### config.mk
export PLATFORM = sky130hd
export DESIGN_NAME = response_frame_checker_core
export DESIGN_NICKNAME = d
export VERILOG_FILES = /design/src/hdl/rfc_pkg.sv /design/src/hdl/response_frame_checker_core.sv /design/src/hdl/rfc_frame_proc.sv /design/src/hdl/rfc_out_queue.sv
export SDC_FILE = /design/constraint.sdc
export NUM_CORES = 1
export LEC_CHECK = 0
export BUFFER_PORTS_ARGS = -buffer_cell sky130_fd_sc_hd__clkbuf_2
export CAP_MARGIN = 20
export CORE_MARGIN = 3
export CORE_UTILIZATION = 63
export DETAILED_ROUTE_END_ITERATION = 7
export HOLD_SLACK_MARGIN = 0.03
export PLACE_DENSITY = 0.81
export SYNTH_ARGS = -nofsm -noshare
export SYNTH_HDL_FRONTEND = slang
export SYNTH_HIERARCHICAL = 1
export SYNTH_SLANG_ARGS = --single-unit
### constraint.sdc
create_clock -name clk -period 8.85 [get_ports clk]
set_clock_uncertainty 0.1 [all_clocks]
set_input_delay 0.885 -clock clk [delete_from_list [all_inputs] [get_ports clk]]
set_output_delay 0.885 -clock clk [all_outputs]
set_load 0.005 [all_outputs]
### src/hdl/rfc_pkg.sv
// ----------------------------------------------------------------------------
// rfc_pkg
// Shared types, result codes and the CRC-16 byte step used by the response
// frame checker.
// ----------------------------------------------------------------------------
package rfc_pkg;

    localparam logic [15:0] CRC_SEED      = 16'hFFFF;
    localparam logic [15:0] CRC_POLY      = 16'h8408;
    localparam logic [15:0] LIMIT_RESET   = 16'd65529;
    localparam int          QUEUE_DEPTH   = 4;
    localparam int          QUEUE_PTR_W   = $clog2(QUEUE_DEPTH);
    localparam int          QUEUE_CNT_W   = $clog2(QUEUE_DEPTH + 1);

    typedef enum logic [1:0] {
        RC_OK     = 2'd0,
        RC_CRC    = 2'd1,
        RC_LENGTH = 2'd2,
        RC_STATUS = 2'd3
    } result_code_t;

    localparam logic KIND_DATA    = 1'b0;
    localparam logic KIND_VERDICT = 1'b1;

    typedef struct packed {
        logic         kind;
        logic [7:0]   payload_byte;
        result_code_t result_code;
        logic [7:0]   reader_status;
        logic [15:0]  payload_count;
        logic         last;
    } rfc_result_t;

    // Results written into the output queue in one cycle. Lane 1 is only
    // used when lane 0 is used as well.
    typedef struct packed {
        logic [1:0]  wr_en;
        rfc_result_t lane0;
        rfc_result_t lane1;
    } rfc_push_t;

    // One byte through the reflected CRC-16, least significant bit first.
    function automatic logic [15:0] crc_byte(input logic [15:0] crc,
                                             input logic [7:0]  data);
        logic [15:0] c;
        c = crc ^ {8'h00, data};
        for (int k = 0; k < 8; k++) begin
            if (c[0]) begin
                c = (c >> 1) ^ CRC_POLY;
            end
            else begin
                c = c >> 1;
            end
        end
        return c;
    endfunction

endpackage

### src/hdl/response_frame_checker_core.sv
// ----------------------------------------------------------------------------
// response_frame_checker_core
// Byte-serial checker for reader response frames with CRC-16 verification,
// payload forwarding and an end-of-frame verdict.
// ----------------------------------------------------------------------------
// Usage:
//   Frame bytes enter on the input channel (in_valid/in_ready, rx_byte,
//   frame_end), one item per byte, frame_end marking the last byte.
//   Each item yields zero, one or two results on the output channel
//   (out_valid/out_ready): a forwarded payload byte (kind 0) once a byte is
//   known not to belong to the CRC trailer, and at the frame end a verdict
//   (kind 1) with result_code, reader_status and payload_count. The
//   consumer drops forwarded bytes of a frame whose verdict is nonzero.
//   The cfg channel (cfg_valid/cfg_ready, cfg_data) writes payload_limit;
//   it is always ready; the user must write it only while the block is idle (not enforced).
// Timing:
//   An accepted byte is held in the input register, is processed by the
//   CRC step and verdict logic and lands in a four-entry result queue, so
//   its first result is visible once it has passed the input register and
//   been written into the queue. The block takes one byte per cycle as long
//   as the queue has room for two results; the output side delivers one
//   result per cycle while out_ready is high.
// Reset and stall:
//   Reset clears the frame state, empties the queue and sets payload_limit
//   to 65529. When the receiver stalls, the queue fills and in_ready drops;
//   nothing is lost or repeated.
// ----------------------------------------------------------------------------
module response_frame_checker_core (
    input  logic        clk,
    input  logic        rst_n,

    input  logic        in_valid,
    output logic        in_ready,
    input  logic [7:0]  rx_byte,
    input  logic        frame_end,

    input  logic        cfg_valid,
    output logic        cfg_ready,
    input  logic [15:0] cfg_data,

    output logic        out_valid,
    input  logic        out_ready,
    output logic        kind,
    output logic [7:0]  payload_byte,
    output logic [1:0]  result_code,
    output logic [7:0]  reader_status,
    output logic [15:0] payload_count,
    output logic        last
);

    // Input register: holds one byte until the processing step takes it.
    logic        hold_valid_reg;
    logic [7:0]  hold_byte_reg;
    logic        hold_end_reg;
    logic [15:0] limit_reg;

    logic                 fire;
    logic                 has_room;
    rfc_pkg::rfc_push_t   push;
    rfc_pkg::rfc_result_t head;

    // The held byte is processed when the queue can absorb two results.
    assign fire      = hold_valid_reg && has_room;
    assign in_ready  = !hold_valid_reg || fire;
    assign cfg_ready = 1'b1;

    always_ff @(posedge clk or negedge rst_n)
    begin
        if (!rst_n) begin
            hold_valid_reg <= 1'b0;
            limit_reg      <= rfc_pkg::LIMIT_RESET;
        end
        else begin
            if (in_ready) begin
                hold_valid_reg <= in_valid;
            end
            if (cfg_valid) begin
                limit_reg <= cfg_data;
            end
        end
    end

    always_ff @(posedge clk)
    begin
        if (in_valid && in_ready) begin
            hold_byte_reg <= rx_byte;
            hold_end_reg  <= frame_end;
        end
    end

    rfc_frame_proc u_proc (
        .clk      (clk),
        .rst_n    (rst_n),
        .fire     (fire),
        .cur_byte (hold_byte_reg),
        .cur_end  (hold_end_reg),
        .limit    (limit_reg),
        .push     (push)
    );

    rfc_out_queue u_queue (
        .clk       (clk),
        .rst_n     (rst_n),
        .push      (push),
        .has_room  (has_room),
        .out_valid (out_valid),
        .out_ready (out_ready),
        .head      (head)
    );

    assign kind          = head.kind;
    assign payload_byte  = head.payload_byte;
    assign result_code   = head.result_code;
    assign reader_status = head.reader_status;
    assign payload_count = head.payload_count;
    assign last          = head.last;

endmodule

### src/hdl/rfc_frame_proc.sv
// ----------------------------------------------------------------------------
// rfc_frame_proc
// Frame state and the per-byte work: CRC, delay line, field capture,
// payload forwarding and the end-of-frame verdict.
// ----------------------------------------------------------------------------
module rfc_frame_proc (
    input  logic               clk,
    input  logic               rst_n,
    input  logic               fire,
    input  logic [7:0]         cur_byte,
    input  logic               cur_end,
    input  logic [15:0]        limit,
    output rfc_pkg::rfc_push_t push
);

    logic [16:0] idx_reg;
    logic [16:0] idx_next;
    logic [15:0] crc_reg;
    logic [15:0] crc_next;
    logic [7:0]  dly0_reg;
    logic [7:0]  dly1_reg;
    logic [15:0] len_reg;
    logic [15:0] len_next;
    logic [7:0]  status_reg;
    logic [7:0]  status_next;
    logic        ovf_reg;
    logic        ovf_next;

    logic [17:0] n;
    logic [16:0] pay_off;
    logic        fwd;
    rfc_pkg::result_code_t code;
    rfc_pkg::rfc_result_t  fwd_res;
    rfc_pkg::rfc_result_t  verdict;

    always_comb
    begin
        n        = {1'b0, idx_reg} + 18'd1;
        pay_off  = idx_reg - 17'd6;
        crc_next = (idx_reg >= 17'd2) ? rfc_pkg::crc_byte(crc_reg, dly1_reg) : crc_reg;
        fwd      = (idx_reg >= 17'd6) && (pay_off < {1'b0, limit});

        len_next    = len_reg;
        status_next = status_reg;
        if (idx_reg == 17'd1) begin
            len_next = {cur_byte, len_reg[7:0]};
        end
        else if (idx_reg == 17'd2) begin
            len_next = {len_reg[15:8], cur_byte};
        end
        else if (idx_reg == 17'd5) begin
            status_next = cur_byte;
        end

        ovf_next = ovf_reg || (n > ({2'b00, limit} + 18'd6));
        idx_next = (idx_reg == '1) ? idx_reg : idx_reg + 17'd1;

        // Checks in order: short frame, CRC, length, reader status.
        if (n < 18'd6) begin
            code = rfc_pkg::RC_LENGTH;
        end
        else if ({cur_byte, dly0_reg} != crc_next) begin
            code = rfc_pkg::RC_CRC;
        end
        else if (ovf_next || ({2'b00, len_next} != n)) begin
            code = rfc_pkg::RC_LENGTH;
        end
        else if (status_next != 8'd0) begin
            code = rfc_pkg::RC_STATUS;
        end
        else begin
            code = rfc_pkg::RC_OK;
        end

        fwd_res.kind          = rfc_pkg::KIND_DATA;
        fwd_res.payload_byte  = dly1_reg;
        fwd_res.result_code   = rfc_pkg::RC_OK;
        fwd_res.reader_status = 8'd0;
        fwd_res.payload_count = 16'd0;
        fwd_res.last          = !cur_end;

        verdict.kind          = rfc_pkg::KIND_VERDICT;
        verdict.payload_byte  = 8'd0;
        verdict.result_code   = code;
        verdict.reader_status = status_next;
        verdict.payload_count = (code == rfc_pkg::RC_OK) ? n[15:0] - 16'd6 : 16'd0;
        verdict.last          = 1'b1;

        push.lane0    = fwd ? fwd_res : verdict;
        push.lane1    = verdict;
        push.wr_en[0] = fire && (fwd || cur_end);
        push.wr_en[1] = fire && fwd && cur_end;
    end

    always_ff @(posedge clk or negedge rst_n)
    begin
        if (!rst_n) begin
            idx_reg    <= '0;
            crc_reg    <= rfc_pkg::CRC_SEED;
            dly0_reg   <= '0;
            dly1_reg   <= '0;
            len_reg    <= '0;
            status_reg <= '0;
            ovf_reg    <= 1'b0;
        end
        else if (fire) begin
            if (cur_end) begin
                idx_reg    <= '0;
                crc_reg    <= rfc_pkg::CRC_SEED;
                dly0_reg   <= '0;
                dly1_reg   <= '0;
                len_reg    <= '0;
                status_reg <= '0;
                ovf_reg    <= 1'b0;
            end
            else begin
                idx_reg    <= idx_next;
                crc_reg    <= crc_next;
                dly0_reg   <= cur_byte;
                dly1_reg   <= dly0_reg;
                len_reg    <= len_next;
                status_reg <= status_next;
                ovf_reg    <= ovf_next;
            end
        end
    end

endmodule

### src/hdl/rfc_out_queue.sv
// ----------------------------------------------------------------------------
// rfc_out_queue
// Small result queue that takes up to two results per cycle and hands out
// one per cycle on the output channel while out_ready is high.
// ----------------------------------------------------------------------------
module rfc_out_queue (
    input  logic                 clk,
    input  logic                 rst_n,
    input  rfc_pkg::rfc_push_t   push,
    output logic                 has_room,
    output logic                 out_valid,
    input  logic                 out_ready,
    output rfc_pkg::rfc_result_t head
);

    rfc_pkg::rfc_result_t mem [rfc_pkg::QUEUE_DEPTH];

    logic [rfc_pkg::QUEUE_PTR_W-1:0] wptr_reg;
    logic [rfc_pkg::QUEUE_PTR_W-1:0] wptr_next;
    logic [rfc_pkg::QUEUE_PTR_W-1:0] wptr_plus1;
    logic [rfc_pkg::QUEUE_PTR_W-1:0] rptr_reg;
    logic [rfc_pkg::QUEUE_CNT_W-1:0] count_reg;
    logic [rfc_pkg::QUEUE_CNT_W-1:0] count_next;
    logic [rfc_pkg::QUEUE_CNT_W-1:0] push_cnt;
    logic                            pop;

    always_comb
    begin
        pop        = out_valid && out_ready;
        push_cnt   = rfc_pkg::QUEUE_CNT_W'(push.wr_en[0])
                   + rfc_pkg::QUEUE_CNT_W'(push.wr_en[1]);
        wptr_plus1 = wptr_reg + rfc_pkg::QUEUE_PTR_W'(1);
        wptr_next  = wptr_reg + push_cnt[rfc_pkg::QUEUE_PTR_W-1:0];
        count_next = count_reg + push_cnt - rfc_pkg::QUEUE_CNT_W'(pop);
    end

    assign out_valid = (count_reg != '0);
    assign has_room  = (count_reg <= rfc_pkg::QUEUE_CNT_W'(rfc_pkg::QUEUE_DEPTH - 2));
    assign head      = mem[rptr_reg];

    always_ff @(posedge clk)
    begin
        if (push.wr_en[0]) begin
            mem[wptr_reg] <= push.lane0;
        end
        if (push.wr_en[1]) begin
            mem[wptr_plus1] <= push.lane1;
        end
    end

    always_ff @(posedge clk or negedge rst_n)
    begin
        if (!rst_n) begin
            wptr_reg  <= '0;
            rptr_reg  <= '0;
            count_reg <= '0;
        end
        else begin
            wptr_reg  <= wptr_next;
            count_reg <= count_next;
            if (pop) begin
                rptr_reg <= rptr_reg + rfc_pkg::QUEUE_PTR_W'(1);
            end
        end
    end

endmodule
; Yosys cells after proc, flatten, opt, wreduce, memory -nomap -nowiden
; Memories as Yosys holds them, arrays and structs flattened.
; Index checks and enable logic that the tools add are counted.
; W data, S select, Z words.
[word_totals]
in_bits = 30
reg_bits = 107
mem_bits_rw = 144
memories = 1
[memory_table]
columns = memory, words, word_bits, read_ports, rd_ports_with_merged_regs, write_ports, line_no
row1 = u_queue.mem, 4, 36, 1, 0, 2, rfc_out_queue.sv:16  ; rfc_pkg::rfc_result_t mem [rfc_pkg::QUEUE_DEPTH];
[classes]
bitwise = 9
eq_ne = 7
reduce_logical = 17
mux = 32
addsub = 11
magnitude_cmp = 6
[op_table]
columns = cell, n
row1 = $mux W16, 13
row2 = $mux W8, 7
row3 = $mux W36, 1
row4 = $mux W17, 2
row5 = $not A2 Y3, 8
row6 = $add A17 B1 Y18 const B, 1
row7 = $gt A18 B18 Y1, 1
row8 = $lt A18 B3 Y1 const B, 1
row9 = $ne A16 B18 Y1, 1
row10 = $add A16 B3 Y17 const B, 1
row11 = $add A17 B1 Y17 const B, 1
row12 = $eq A17 B1 Y1 const B, 1
row13 = $eq A17 B17 Y1 const B, 1
row14 = $eq A17 B2 Y1 const B, 1
row15 = $eq A17 B3 Y1 const B, 1
row16 = $ge A17 B2 Y1 const B, 1
row17 = $ge A17 B3 Y1 const B, 1
row18 = $lt A17 B16 Y1, 1
row19 = $sub A17 B3 Y17 const B, 1
row20 = $ne A16 B16 Y1, 1
row21 = $sub A16 B3 Y16 const B, 1
row22 = $xor A16 B8 Y16, 1
row23 = $mux W2, 4
row24 = $reduce_bool A8 Y1, 1
row25 = 14 further kinds, 29

; Depth between registers and ports, before layout
[logic_depth]
ltp_word = 24
depth_mapped = 24
ltp_nobuf = 21

; Modules after synthesis
; Netlist, hierarchy kept.
[by_module_without_submodules]
columns = module, cells_each, area_each_um2, seq_area_each_um2, n_inst
row1 = rfc_out_queue, 388, 7578.5, 4499.3, 1
row2 = rfc_frame_proc, 884, 7120.6, 1871.8, 1
row3 = response_frame_checker_core, 50, 998.5, 713.2, 1

; Least setup slack after synthesis
; No wires, ideal clock.
[synth_path]
path_kind = register -> register
start = register u_proc.idx_reg[4]
end = memory u_queue/mem[2][0] in the netlist's numbering, enable pin
path_slack_ns = 2.187
setup_ns = 0.479
required_time_ns = 8.271
arrival_time_ns = 6.084
period_less_slack_ns = 6.663
path_stages_with_launch = 18
path_cell_list = dfrtp_1 buf_2 or3_1 buf_2 a21oi_1 nand2_1 nor4_1 nand2_1 xnor2_1 ha_1 a211o_1 a221oi_1 a21oi_1 nor3_1 clkbuf_1 o21a_1 nand2b_1 o21ai_0
[synth_lines]
columns = element, line_no
row1 = start: declaration, rfc_frame_proc.sv:16  ; logic [16:0] idx_reg;
row2 = start signal: assignment, rfc_frame_proc.sv:117  ; idx_reg <= idx_next;
row3 = end: declaration, rfc_out_queue.sv:16

==> results by group <==
Run status
  • Status: complete, no violations

Worst setup path
  • Critical path required time: 8930 ps
  • Reg2reg start: u_proc/idx_reg[4]$_DFFE_PN0P_
  • Worst path cell trace: or3_1 -> a21oi_1 -> nand2_1 -> nor4_1 -> nand2_1 -> xnor2_1 -> ha_1 -> a211o_1 -> a221oi_1 -> a21oi_1 -> nor3_2 -> buf_4 -> and3_1 -> nand3_4 -> o21ai_4 -> buf_4
  • Buf+Inv Stages, Crit Path: 2
  • Slowest stage delay, CP: 550 ps
  • Critical path class: reg -> reg
  • Crit path max-delay family: simple AND/OR/NAND/NOR gates
  • Startpoint types: flip-flop
  • CP startpoint: u_proc/idx_reg[4]$_DFFE_PN0P_
  • Critical path depth: 16
  • Critical-path top delay cell: or3_1
  • CP endpoint kind: flip-flop
  • Arrival @ worst endpoint: 5910 ps
  • Largest fanout on the critical path: 38
  • Worst reg-to-reg path cell count: 16

Power
  • Cell Pwr Density: 281 mW/mm2
  • VDD IR-drop max: 0.197 mV
  • Leakage power: roughly 7 nW

Detailed routing
  • Via count: between 10,000 and 15,000
  • DR DRC count: 0
  • DR pass1 iterations: 6
  • Wire length per cell: ~21 um
  • DRT Wirelength: 34,900 um
  • DRT iter0 DRCs: ~1,100
  • ANT nets after route: 0
  • DR vias/cell: around 6.3

Logic synthesis
  • Post-Syn Instances: between 1,000 and 1,500
  • Synth top area share: approximately 29%
  • Synth Flop Type: edfxtp_1
  • Mean Syn Cell Area: 11.9 um2
  • Synth warn: 6
  • Asr flop ratio synth: 39.0%
  • Seq/Total Area, Yosys: 45.1%
  • Mapped Area: ~0.016 mm2
  • Post-synthesis cell type with the largest combined area: edfxtp_1
  • Count of cell types in the netlist: just under 80
  • Yosys reg bits: 251
  • Number of synthesized flops with an enable pin: between 150 and 200
  • Most area-consuming cells after synthesis: edfxtp_1 (29%), dfrtp_1 (11%), mux2_2 (7.5%)

Timing
  • Final hold viol count: 0
  • RSZ-0062 raised after global routing: false
  • Worst-Margin Slew: between 1000 and 1500 ps
  • Fmax: 171 MHz
  • Setup-failing EPs final: 0
  • Crit share post-route: 65.9%
  • TNS Setup: 0 ps
  • Slew margin rel.: 26.9%
  • Final count of pins violating max slew: 0
  • Final Critical Period: 5830 ps

CTS
  • Clock Pin Slew Worst Setup and Hold Paths: 60 ps
  • Root Driver: clkbuf_16
  • # resized after CTS: 0
  • CTS tree: done
  • Clk sink count: 251
  • Clk Latency, worst-skew pair: between 500 and 600 ps
  • H-tree Lvls: 1
  • Longest Clk Path Bufs: 3
  • Post-CTS Hold Buffers: 0
  • Post-CTS Setup Inserts: 0
  • Num CTS Buffers: 26

Global routing
  • Met2 Usage GRT: between 40% and 50%
  • Overall Global Routing Usage: 26.3%
  • Number of global-route vias before repair: ~10,000
  • First-pass GRT wire length: 56,400 um
  • Grt total ovfl: 0
  • GRT busiest layer: met2
  • Largest net degree at the start of global routing: 54
  • GR Layer Usage met1: 38.3%
  • Routing usage on met3: 4.04%
  • Initial antenna violation count: 0

Floorplanning
  • Initial Utilization: ~64%
  • Die H: roughly 160 um
  • Row count: 57
  • DIE WIDTH: around 160 um
  • Num ports: between 60 and 70
  • Die area: 0.0268 mm2
  • CORE AREA: 0.0244 mm2

Layout
  • Largest register FFs: 144
  • # nets final: 1,420
  • # diodes: 0
  • Fraction of layout cells with a size suffix above 1: 27.7%
  • Fin cells: 1,687
  • Synthesis-to-layout area growth: 7.37%

Placement
  • Final HPWL DP: around 23,000 um
  • Placed insts: 1,638
  • Port buffer count: 67
  • Routability Congestion: 0.951

Job
  • Max Cap Viol: 0

Hold path
  • Hold Path Class: in -> async
## layout make-up
cell class,count,area [um2]
tap,324,405
timing repair buffer,86,478
clock buffer,28,658
sequential,251,7090
multi-input combinational,909,7790
inverter,69,259
clock inverter,20,173
fill,1759,7540
## power by group
part	leakage [nW]	internal [mW]	switching, mW
Clock	0.395	0.599	0.467
Sequential	2.57	1.51	0.209
Combinational	4.00	0.887	1.07
## cells in the final DEF, fill, tap and decap left out, drive strengths merged, types with 19 or more instances in the layout
master and instances:
o21ai 44, inv 69, dfrtp 68, ha 46, buf 19, edfxtp 153, xnor2 71, nor3 38
dfstp 30, mux2 160, nand2 66, mux4 36, nand4 22, o31ai 21, xor2 26, clkbuf 95
nor2 72, a21oi 50, nand3 20
## final timing paths
check	endpoint	slack [ps]
min in group clk	u_proc/len_reg[8]$_DFFE_PN0P_	380
max in group asynchronous	u_proc/idx_reg[13]$_DFFE_PN0P_	7320
max reg2reg	u_queue/mem[0][6]$_DFFE_PP_	3020
min reg2reg	u_proc/len_reg[8]$_DFFE_PN0P_	380
min	u_queue/rptr_reg[0]$_DFFE_PN0P_	240
max	u_queue/mem[0][6]$_DFFE_PP_	3020
## through the flow
stage	hold slack [ps]	area (um2)	worst slack, ps	power [mW]	utilization, %
after floorplan	349	15700	2190	3.18	-
after global placement	363	16000	3290	3.62	65.7
after detailed placement	366	16000	3120	3.67	65.7
after CTS	253	16800	3060	4.75	69.1
after global routing	281	16900	2630	5.03	69.1
final	242	16900	3020	4.74	69.1
## worst reg2reg max path, delay by kind of cell (launching register included)
family | cells | cell delay [ps]
AO/OA/AOI/OAI | 5 | 1140
flip-flops | 1 | 470
XOR/XNOR | 1 | 150
adder cells (fa/ha/maj) | 1 | 300
buffers and inverters | 2 | 960
AND/OR/NAND/NOR | 7 | 2330
## cell families (layout without fill, tap and decap cells)
logic type | count (synthesis) | after routing | synth area share (%)
AOI/OAI and AO/OA | 214 | 214 | 9.24
xor gates and xnor gates | 102 | 102 | 6.13
adders and majority gates | 47 | 47 | 3.79
buffers and inverters | 170 | 203 | 5.71
DFF | 251 | 251 | 45.1
muxes | 206 | 206 | 18.3
other | 3 | 11 | 0.0717
and+or+nand+nor | 329 | 329 | 11.6
## Yosys cell counts, drive strengths merged, types with 20 or more instances
master	n
mux2	160
edfxtp	153
nor2	72
xnor2	71
dfrtp	68
inv	68
nand2	66
buf	51
a21oi	50
clkbuf	50
ha	46
o21ai	44
nor3	38
mux4	36
dfstp	30
xor2	26
nand4	22
o31ai	21
nand3	20
## routing by layer
layer	up-vias	wire length, um
met4	0	869
met2	416	16300
li1	4915	-
met1	5174	15300
met3	70	2430
met5	-	0
(Power assumes the default switching activity.)
